### src/rtl/pps_pkg.sv
`timescale 1ns / 1ps
// ----------------------------------------------------------------------------
// pps_pkg: shared types and constants of the prime sieve
// Payload structs for both channels, the remainder unit's request and
// response groups, and the default store depth.
// ----------------------------------------------------------------------------
package pps_pkg;

    // candidate and prime width, fixed by the channel payload
    localparam int VALUE_WIDTH = 16;

    // default number of store cells
    localparam int NUM_CELLS_DEF = 16;

    // input transfer payload
    typedef struct packed {
        logic [VALUE_WIDTH-1:0] candidate;
        logic                   last;
    } t_in;

    // output transfer payload
    typedef struct packed {
        logic [VALUE_WIDTH-1:0] prime;
        logic                   store_full;
    } t_out;

    // request to the remainder unit
    typedef struct packed {
        logic                   start;
        logic [VALUE_WIDTH-1:0] dividend;
        logic [VALUE_WIDTH-1:0] divisor;
    } t_div_req;

    // status from the remainder unit
    typedef struct packed {
        logic busy;
        logic done;
        logic rem_zero;
    } t_div_rsp;

endpackage

### src/rtl/pipelined_prime_sieve.sv
`timescale 1ns / 1ps
// ----------------------------------------------------------------------------
// pipelined_prime_sieve: prime filter over a candidate stream
// Tests each candidate against the stored primes and reports survivors.
// ----------------------------------------------------------------------------
// Usage
//   Input channel (i_in_valid, i_in, o_in_stall) carries a candidate and a
//   last flag. The block takes one candidate at a time; o_in_stall is high
//   from the transfer until the item is finished.
//   Output channel (o_out_valid, o_out, i_out_stall) carries the prime and
//   store_full. A divided candidate produces no output transfer.
//   For each stored prime the sequencer reads the RAM, loads the divisor
//   and waits for the bit-serial remainder unit to step through the
//   candidate bits and signal done; a stored zero skips the division, and
//   the scan ends early when a divisor is found.
//   A surviving candidate is written to the next free cell; with all cells
//   used it is reported with store_full set and not stored.
//   While the receiver stalls, the result holds in the output register and
//   no new candidate is taken. After an item with last set, the prime count
//   returns to zero.
//   Reset clears the count and the sequencer; the store needs no clearing.
// ----------------------------------------------------------------------------
module pipelined_prime_sieve
    import pps_pkg::*;
#(
    parameter int NUM_CELLS = NUM_CELLS_DEF
) (
    input  logic i_clk,
    input  logic i_rst_n,
    input  logic i_in_valid,
    input  t_in  i_in,
    output logic o_in_stall,
    output logic o_out_valid,
    output t_out o_out,
    input  logic i_out_stall
);

    localparam int AW = (NUM_CELLS > 1) ? $clog2(NUM_CELLS) : 1;
    localparam int CW = $clog2(NUM_CELLS + 1);

    typedef enum logic [5:0] {
        S_IDLE = 6'b000001,
        S_READ = 6'b000010,
        S_LOAD = 6'b000100,
        S_DIV  = 6'b001000,
        S_EMIT = 6'b010000,
        S_OUT  = 6'b100000
    } t_state;

    t_state                 r_state, n_state;
    logic [CW-1:0]          r_count, n_count;
    logic [AW-1:0]          r_idx, n_idx;
    logic [VALUE_WIDTH-1:0] r_cand, n_cand;
    logic                   r_last, n_last;
    t_out                   r_out, n_out;

    logic                   ram_we;
    logic                   ram_rd;
    logic [VALUE_WIDTH-1:0] ram_rdata;
    t_div_req               div_req;
    t_div_rsp               div_rsp;
    logic                   idx_final;
    logic                   full;

    // prime store
    pps_ram #(
        .WIDTH (VALUE_WIDTH),
        .DEPTH (NUM_CELLS)
    ) u_store (
        .i_clk     (i_clk),
        .i_wr_en   (ram_we),
        .i_wr_addr (r_count[AW-1:0]),
        .i_wr_data (r_cand),
        .i_rd_en   (ram_rd),
        .i_rd_addr (r_idx),
        .o_rd_data (ram_rdata)
    );

    // single remainder unit, used for every stored prime
    pps_rem u_rem (
        .i_clk   (i_clk),
        .i_rst_n (i_rst_n),
        .i_req   (div_req),
        .o_rsp   (div_rsp)
    );

    assign idx_final = ((CW'(r_idx) + 1'b1) == r_count);
    assign full      = (r_count == CW'(NUM_CELLS));

    // sequencer
    always_comb begin
        n_state          = r_state;
        n_count          = r_count;
        n_idx            = r_idx;
        n_cand           = r_cand;
        n_last           = r_last;
        n_out            = r_out;
        ram_we           = 1'b0;
        ram_rd           = 1'b0;
        div_req.start    = 1'b0;
        div_req.dividend = r_cand;
        div_req.divisor  = ram_rdata;
        case (r_state)
            S_IDLE: begin
                if (i_in_valid) begin
                    n_cand  = i_in.candidate;
                    n_last  = i_in.last;
                    n_idx   = '0;
                    n_state = (r_count == '0) ? S_EMIT : S_READ;
                end
            end
            S_READ: begin
                ram_rd  = 1'b1;
                n_state = S_LOAD;
            end
            S_LOAD: begin
                // a stored zero divides only zero
                if (ram_rdata == '0) begin
                    if (r_cand == '0) begin
                        n_state = S_IDLE;
                        if (r_last) n_count = '0;
                    end else if (idx_final) begin
                        n_state = S_EMIT;
                    end else begin
                        n_idx   = r_idx + 1'b1;
                        n_state = S_READ;
                    end
                end else begin
                    div_req.start = 1'b1;
                    n_state       = S_DIV;
                end
            end
            S_DIV: begin
                if (div_rsp.done) begin
                    if (div_rsp.rem_zero) begin
                        n_state = S_IDLE;
                        if (r_last) n_count = '0;
                    end else if (idx_final) begin
                        n_state = S_EMIT;
                    end else begin
                        n_idx   = r_idx + 1'b1;
                        n_state = S_READ;
                    end
                end
            end
            S_EMIT: begin
                n_out.prime      = r_cand;
                n_out.store_full = full;
                if (!full) begin
                    ram_we  = 1'b1;
                    n_count = r_count + 1'b1;
                end
                n_state = S_OUT;
            end
            S_OUT: begin
                if (!i_out_stall) begin
                    if (r_last) n_count = '0;
                    n_state = S_IDLE;
                end
            end
            default: begin
                n_state = S_IDLE;
            end
        endcase
    end

    // control registers
    always_ff @(posedge i_clk) begin
        if (!i_rst_n) begin
            r_state <= S_IDLE;
            r_count <= '0;
        end else begin
            r_state <= n_state;
            r_count <= n_count;
        end
    end

    // item and result registers
    always_ff @(posedge i_clk) begin
        r_idx  <= n_idx;
        r_cand <= n_cand;
        r_last <= n_last;
        r_out  <= n_out;
    end

    assign o_in_stall  = (r_state != S_IDLE);
    assign o_out_valid = (r_state == S_OUT);
    assign o_out       = r_out;

`ifndef ASSERT_OFF
    // count stays within the store
    a_count_range: assert property (@(posedge i_clk) disable iff (!i_rst_n)
        r_count <= CW'(NUM_CELLS))
        else $error("prime count exceeds store depth");

    // remainder unit runs only while the sequencer waits on it
    a_div_owner: assert property (@(posedge i_clk) disable iff (!i_rst_n)
        div_rsp.busy |-> (r_state == S_DIV))
        else $error("remainder unit busy outside divide state");

    // reads address only cells already written
    a_read_valid: assert property (@(posedge i_clk) disable iff (!i_rst_n)
        (r_state == S_READ) |-> (CW'(r_idx) < r_count))
        else $error("store read beyond prime count");

    // an accepted item blocks the next one
    a_one_item: assert property (@(posedge i_clk) disable iff (!i_rst_n)
        (i_in_valid && !o_in_stall) |=> o_in_stall)
        else $error("input accepted while item in progress");
`endif

endmodule

### src/rtl/pps_ram.sv
`timescale 1ns / 1ps
// ----------------------------------------------------------------------------
// pps_ram: generic single-write, single-read RAM
// One write port and one read port, read data registered.
// ----------------------------------------------------------------------------
module pps_ram #(
    parameter int WIDTH = 16,
    parameter int DEPTH = 16,
    localparam int AW = (DEPTH > 1) ? $clog2(DEPTH) : 1
) (
    input  logic             i_clk,
    input  logic             i_wr_en,
    input  logic [AW-1:0]    i_wr_addr,
    input  logic [WIDTH-1:0] i_wr_data,
    input  logic             i_rd_en,
    input  logic [AW-1:0]    i_rd_addr,
    output logic [WIDTH-1:0] o_rd_data
);

    logic [WIDTH-1:0] r_mem [DEPTH];
    logic [WIDTH-1:0] r_rd_data;

    // write port
    always_ff @(posedge i_clk) begin
        if (i_wr_en) begin
            r_mem[i_wr_addr] <= i_wr_data;
        end
    end

    // registered read port
    always_ff @(posedge i_clk) begin
        if (i_rd_en) begin
            r_rd_data <= r_mem[i_rd_addr];
        end
    end

    assign o_rd_data = r_rd_data;

endmodule

### src/rtl/pps_rem.sv
`timescale 1ns / 1ps
// ----------------------------------------------------------------------------
// pps_rem: bit-serial remainder unit
// Restoring division, one dividend bit per cycle; reports whether the
// remainder is zero. The divisor must be nonzero.
// ----------------------------------------------------------------------------
module pps_rem
    import pps_pkg::*;
(
    input  logic     i_clk,
    input  logic     i_rst_n,
    input  t_div_req i_req,
    output t_div_rsp o_rsp
);

    localparam int SW = $clog2(VALUE_WIDTH);

    logic                   r_busy, n_busy;
    logic                   r_done, n_done;
    logic [SW-1:0]          r_cnt, n_cnt;
    logic [VALUE_WIDTH-1:0] r_rem, n_rem;
    logic [VALUE_WIDTH-1:0] r_shift, n_shift;
    logic [VALUE_WIDTH-1:0] r_div, n_div;
    logic [VALUE_WIDTH:0]   partial;
    logic [VALUE_WIDTH:0]   diff;

    // one restoring step: bring down a bit, subtract if it fits
    always_comb begin
        partial = {r_rem, r_shift[VALUE_WIDTH-1]};
        diff    = partial - {1'b0, r_div};
    end

    // step sequencing
    always_comb begin
        n_busy  = r_busy;
        n_done  = 1'b0;
        n_cnt   = r_cnt;
        n_rem   = r_rem;
        n_shift = r_shift;
        n_div   = r_div;
        if (i_req.start) begin
            n_busy  = 1'b1;
            n_cnt   = SW'(VALUE_WIDTH - 1);
            n_rem   = '0;
            n_shift = i_req.dividend;
            n_div   = i_req.divisor;
        end else if (r_busy) begin
            n_shift = {r_shift[VALUE_WIDTH-2:0], 1'b0};
            n_rem   = diff[VALUE_WIDTH] ? partial[VALUE_WIDTH-1:0] : diff[VALUE_WIDTH-1:0];
            n_cnt   = r_cnt - 1'b1;
            if (r_cnt == '0) begin
                n_busy = 1'b0;
                n_done = 1'b1;
            end
        end
    end

    // control registers
    always_ff @(posedge i_clk) begin
        if (!i_rst_n) begin
            r_busy <= 1'b0;
            r_done <= 1'b0;
        end else begin
            r_busy <= n_busy;
            r_done <= n_done;
        end
    end

    // datapath registers
    always_ff @(posedge i_clk) begin
        r_cnt   <= n_cnt;
        r_rem   <= n_rem;
        r_shift <= n_shift;
        r_div   <= n_div;
    end

    assign o_rsp.busy     = r_busy;
    assign o_rsp.done     = r_done;
    assign o_rsp.rem_zero = (r_rem == '0);

endmodule

### config.mk
export PLATFORM = sky130hd
export DESIGN_NAME = pipelined_prime_sieve
export DESIGN_NICKNAME = d
export VERILOG_FILES = /design/src/rtl/pps_pkg.sv /design/src/rtl/pipelined_prime_sieve.sv /design/src/rtl/pps_ram.sv /design/src/rtl/pps_rem.sv
export SDC_FILE = /design/constraint.sdc
export NUM_CORES = 1
export LEC_CHECK = 0
export ABC_AREA = 1
export BUFFER_PORTS_ARGS = -buffer_cell sky130_fd_sc_hd__buf_2
export CAP_MARGIN = 20
export CORE_MARGIN = 2
export CORE_UTILIZATION = 55
export DETAILED_ROUTE_END_ITERATION = 10
export PLACE_DENSITY = 0.82
export SYNTH_ARGS = -nofsm -noshare
export SYNTH_HDL_FRONTEND = slang
export SYNTH_HIERARCHICAL = 1
export SYNTH_SLANG_ARGS = --single-unit
### constraint.sdc
create_clock -name i_clk -period 3.4 [get_ports i_clk]
set_clock_uncertainty 0.2 [all_clocks]
set_input_delay 0.17 -clock i_clk [delete_from_list [all_inputs] [get_ports i_clk]]
set_output_delay 0.17 -clock i_clk [all_outputs]
set_load 0.05 [all_outputs]
Yosys cells after proc, flatten, opt, wreduce, memory -nomap -nowiden. Memories as Yosys holds them, arrays and structs flattened. A register that Yosys moved wholly into a read port is not among the register bits. Cells that the tools add are included. Widths: inputs -> output; s select.

Register bits after elaboration: 103. Latch bits: 0. RAM bits: 256. Bits in read-only memories: 0. Bits of input ports: 21. Memories: 1.

Add/sub/neg operators: 5. Multiply operators: 0. Divide/modulo/power cells: 0. $lt $le $gt $ge: 0. Eq/ne operators: 18. Shift operators: 0. Muxes and demuxes: 38. Bitwise gates (word level): 2. Reductions and logical operators: 13.

Memories: u_store.r_mem (depth 16, bits a word 16, read ports 1, clocked after Yosys merged registers in 1, write ports 1, RTL line pps_ram.sv:20) `logic [WIDTH-1:0] r_mem [DEPTH];`.

Operators by type and width (number): $mux 5 (10); $logic_not 16->1 (3); $mux 16 (3); $pmux 6 s6 (1); $mux 6 (5); $mux 4 (6); $pmux 5 s4 (1); $sub 17x16->17 (1); $ne 2x2->1 const B (8); $pmux 4 s3 (1); $mux 1 (11); $reduce_and 7->1 (1); $eq 6x1->1 const B (1); $eq 6x2->1 const B (1); $eq 6x3->1 const B (1); $eq 6x4->1 const B (1); $eq 6x5->1 const B (1); $eq 6x6->1 const B (1); $ne 6x1->1 const B (1); $reduce_and 6->1 (1); $add 4x1->5 const B (1); $add 5x1->5 const B (1); $eq 5x5->1 (1); $eq 5x5->1 const B (1); other kinds (12) (13).

Depth between registers and ports, before layout.
Depth after elaboration: 6. Mapped depth: 16. Depth with buffers taken out: 15.

Modules after synthesis. The synthesis kept the hierarchy.

Modules (own cells, without submodules): pps_ram (instances 1, cells each 1074, area each 11541.1 µm², seq. area each 8167.8 µm²); pps_rem (instances 1, cells each 470, area each 3334.4 µm², seq. area each 1401.3 µm²); pipelined_prime_sieve (instances 1, cells each 246, area each 2352.3 µm², seq. area each 1361.3 µm²).

Least setup slack after synthesis. Ideal clock, no wire load.

Path kind: register -> register. Start: register r_state[5]. End: register r_cand[0] (enable). Library setup time: 0.391 ns. Data arrival time: 1.954 ns. Data required time: 2.809 ns. Slack: 0.856 ns. Stages on the path, launching flop included: 4. Path buffers: 0. Clock period less this slack: 2.544 ns. Cells stage by stage: dfxtp_1 nor2_2 nand3_1 nor2_1.

Word-level cells in the longest chain between the ends: 2.

Ends and longest elaborated chain: from (decl) (RTL line pipelined_prime_sieve.sv:50) `t_state r_state, n_state;`; from (signal assigned) (RTL line pipelined_prime_sieve.sv:173) `r_state <= n_state;`; $eq 6x1->1 (RTL line pipelined_prime_sieve.sv:103) `case (r_state)`; $reduce_and 2->1 (no source line); to (signal assigned) (RTL line pipelined_prime_sieve.sv:181) `r_cand <= n_cand;`; to (decl) (RTL line pipelined_prime_sieve.sv:53) `logic [VALUE_WIDTH-1:0] r_cand, n_cand;`.

Every way passes these cells. A chain may end at the register's enable or synchronous reset.

Final worst setup path.
Start: register r_state[0]. End: memory u_store.r_mem[10][11] (enable).

Word-level cells in the longest chain between the ends: 4.

Ends and longest elaborated chain: $eq 6x5->1 (RTL line pipelined_prime_sieve.sv:103); $mux 1 (RTL line pipelined_prime_sieve.sv:103); via ram_we (RTL line pipelined_prime_sieve.sv:57) `logic ram_we;`; $mux 1 (RTL line pps_ram.sv:25) `if (i_wr_en) begin`; $mux 1 (not written as such) (RTL line pps_ram.sv:26) `r_mem[i_wr_addr] <= i_wr_data;`; to (decl) (RTL line pps_ram.sv:20).

The timed path passes the listed nets, and every way through them passes these cells.

==> impl_metrics.csv <==
group,metric,value,unit
final_layout,multi_input_area,4730,µm²
setup_path,crit_buf_inv,2,
timing,hold_viol_final,0,
final_layout,antenna_cells,0,
timing,fin_setup_tns,0,ns
timing,period_share,0.771,
die,initial_utilization,0.560,
setup_path,start_kind,"register",
clocking,clock_sinks,375,
setup_path,crit_chain,"nor2_4, nand2_4, nor2_8, nand2_2, inv_1, nand3b_1, nor2_1, buf_4",
setup_path,reg2reg_to,"u_store/r_mem[10][11]",
timing,slew_viol_final,0,
die,coreArea,30700,µm²
die,die_w,181,µm
clocking,clkTransAtPathRegs,0.06,ns
final_layout,area_growth,11.9,%
setup_path,path_max_fanout,21,
clocking,cts_resized,0,
setup_path,worstReg2RegStart,"r_state[0]",
drt,routed_via_density,5.51,
outcome,outcome,"completed",
setup_path,cp_top_family,"simple AND/OR/NAND/NOR gates",
drt,drt_pre_antenna_iters,6,
synth,synth_nets,1831,
drt,dr_total_vias,12600,
synth,syn-cell-area,17200,µm²
setup_path,required,3.42,ns
place,port_buffers,39,
worst_hold_path,min_path_cells,2,
final_layout,fin_util,0.626,
clocking,clock_tree.buffer_depth,3,
place,post-place-ws,0.780,ns
worst_hold_path,hold_class,"primary input to register",
drt,drc,0,
timing,max_freq,0.382,GHz
setup_path,regToRegSetupSlack,0.78,ns
setup_path,crit_path_end_kind,"register",
die,io_pins,40,
place,gp_congestion,0.909,
setup_path,cpPeakStageDelay,0.38,ns
power_and_ir_drop,leakage,8.49,nW
clocking,cts-buffers-inserted,37,
final_layout,n_fill_cell,2336,
final_layout,fin_nets,1913,
synth,postSynthAreaPerCell,9.63,µm²
die,dieArea,32700,µm²
final_layout,drive_gt1_frac,0.0942,
flow_run,drv_cap,0,
timing,tightest_slew,0.893,ns
setup_path,arrival,2.64,ns
timing,period_minus_slack,2.62,ns
timing,maxSlewHeadroom,0.405,
power_and_ir_drop,p_per_area,695,nW/µm²
drt,ant_nets,0,
setup_path,startpoint,"r_state[0]",
global_route,antenna_found_initial,2,
global_route,grt_first_pass_wirelength,65200,µm
synth,yosys_warnings,6,
synth,synth_cells,1789,
die,die_height,181,µm
global_route,grtUsageTotal,0.256,
die,num_rows,64,
drt,drt_wl_total,41800,µm
setup_path,cpMaxStageDelayCell,"nor2_1",
drt,post_drt_wl_per_cell,18.2,µm
worst_hold_path,hp-start,"i_in[14]",
global_route,grt_max_degree,135,
global_route,grt_pass1_vias,12400,
final_layout,regArea,10900,µm²
timing,grt_setup_unrepaired,"false",
clocking,tritoncts,"built",
power_and_ir_drop,ir_worst_vdd,776,µV
worst_hold_path,worstHoldEndpoint,"r_cand[13]",
clocking,clk_latency,0.53,ns
setup_path,critPathKind,"register to register",
clocking,h-tree-depth,2,
global_route,grt.overflow.total,0,
clocking,cts_root_buf,"clkbuf_16",
timing,setup_viol,0,
place,dp_hpwl,25500,µm
setup_path,r2r_cells,8,
drt,drt_iter0_markers,1554,
timing,setup_slack,0.779,ns
metal layers:
metal,GRT usage,wire (µm)
met1,0.318,15400
met2,0.441,20600
met3,0.0456,4050
met5,0,13
met4,0.114,1730
state kept, by name (all words and copies together), names as in the netlist:
register / count
r_idx: 4
u_rem/r_rem: 16
u_rem/r_div: 16
r_cand: 16
r_state: 6
u_rem/r_shift: 16
r_count: 5
u_rem/r_done: 1
u_rem/r_cnt: 4
r_last: 1
u_store/r_mem: 256
u_store/o_rd_data: 16
o_out: 17
u_rem/r_busy: 1
worst max-delay path by stage:
stage                            end  slack, ns  cells past startpoint
6_report       u_store/r_mem[10][11]       0.78                      8
5_1_grt         u_store/r_mem[10][4]       0.64                      9
4_1_cts         u_store/r_mem[10][4]       0.77                      8
3_5_place_dp   u_store/r_mem[10][14]       0.78                      8
3_3_place_gp    u_store/r_mem[10][0]       0.89                      8
2_1_floorplan              r_cand[0]       0.86                      3
through the flow:
| step | hold WS [ns] | instance area [µm²] | power [mW] | cells |
|---|---|---|---|---|
| 6_report | 0.145 | 19300 | 13.4 | 2296 |
| 5_1_grt | 0.142 | 19300 | 13.9 | 2296 |
| 4_1_cts | 0.139 | 19300 | 13.3 | 2296 |
| 3_5_place_dp | 0.148 | 17900 | 9.44 | 2208 |
| 3_3_place_gp | 0.147 | 17900 | 9.35 | 2208 |
| 2_1_floorplan | 0.0689 | 17200 | 8.27 | 1789 |
cell usage in the layout (no fill, tap or decap), types with 2 or more instances in the layout:
master	count
dfxtp_1	33
or2_2	2
nand2_2	14
xnor2_1	6
and2_1	2
nand2_1	590
buf_2	39
inv_2	4
nor2_4	5
clkbuf_1	6
clkinv_2	9
a21oi_1	19
dlygate4sd3_1	20
clkbuf_16	39
buf_4	41
nand4_1	16
nand3_1	244
ha_1	20
nor3_2	2
nand3_2	2
o21ai_0	8
buf_12	3
clkinvlp_4	2
nor2_1	71
a21oi_2	2
nand3b_1	3
nand2_4	4
nor3_1	5
clkinv_1	12
o21bai_1	3
xor2_1	4
nor2_2	6
inv_1	312
edfxtp_1	342
worst register-to-register path, delay by kind of cell, from the launching register on:
family / cells / cell delay, ns
buffers and inverters: 2 / 0.45
and+or+nand+nor: 6 / 1.34
DFF: 1 / 0.33
final cells by class:
class / count / share of cell area
flip-flops and latches: 375 / 0.567
repair buffers: 103 / 0.0396
inverters: 319 / 0.0622
well taps: 396 / 0.0257
clock inverters: 22 / 0.00682
multi-input cells: 1035 / 0.246
clock buffers: 46 / 0.0525
power by group:
group / leakage [nW] / internal [mW] / total, mW / switching (mW)
Combinational: 4.57 / 1.01 / 3.77 / 2.76
Clock: 0.561 / 2.19 / 3.87 / 1.68
Sequential: 3.36 / 5.49 / 5.74 / 0.250
Total: 8.49 / 8.70 / 13.4 / 4.68
repair_timing:
item | 4_1_cts | 5_1_grt
hold buffers | 20 | 0
setup buffers | 0 | 0
endpoints found under the hold margin | 30 | 0
Note: power is estimated with default switching activity, not from simulation.
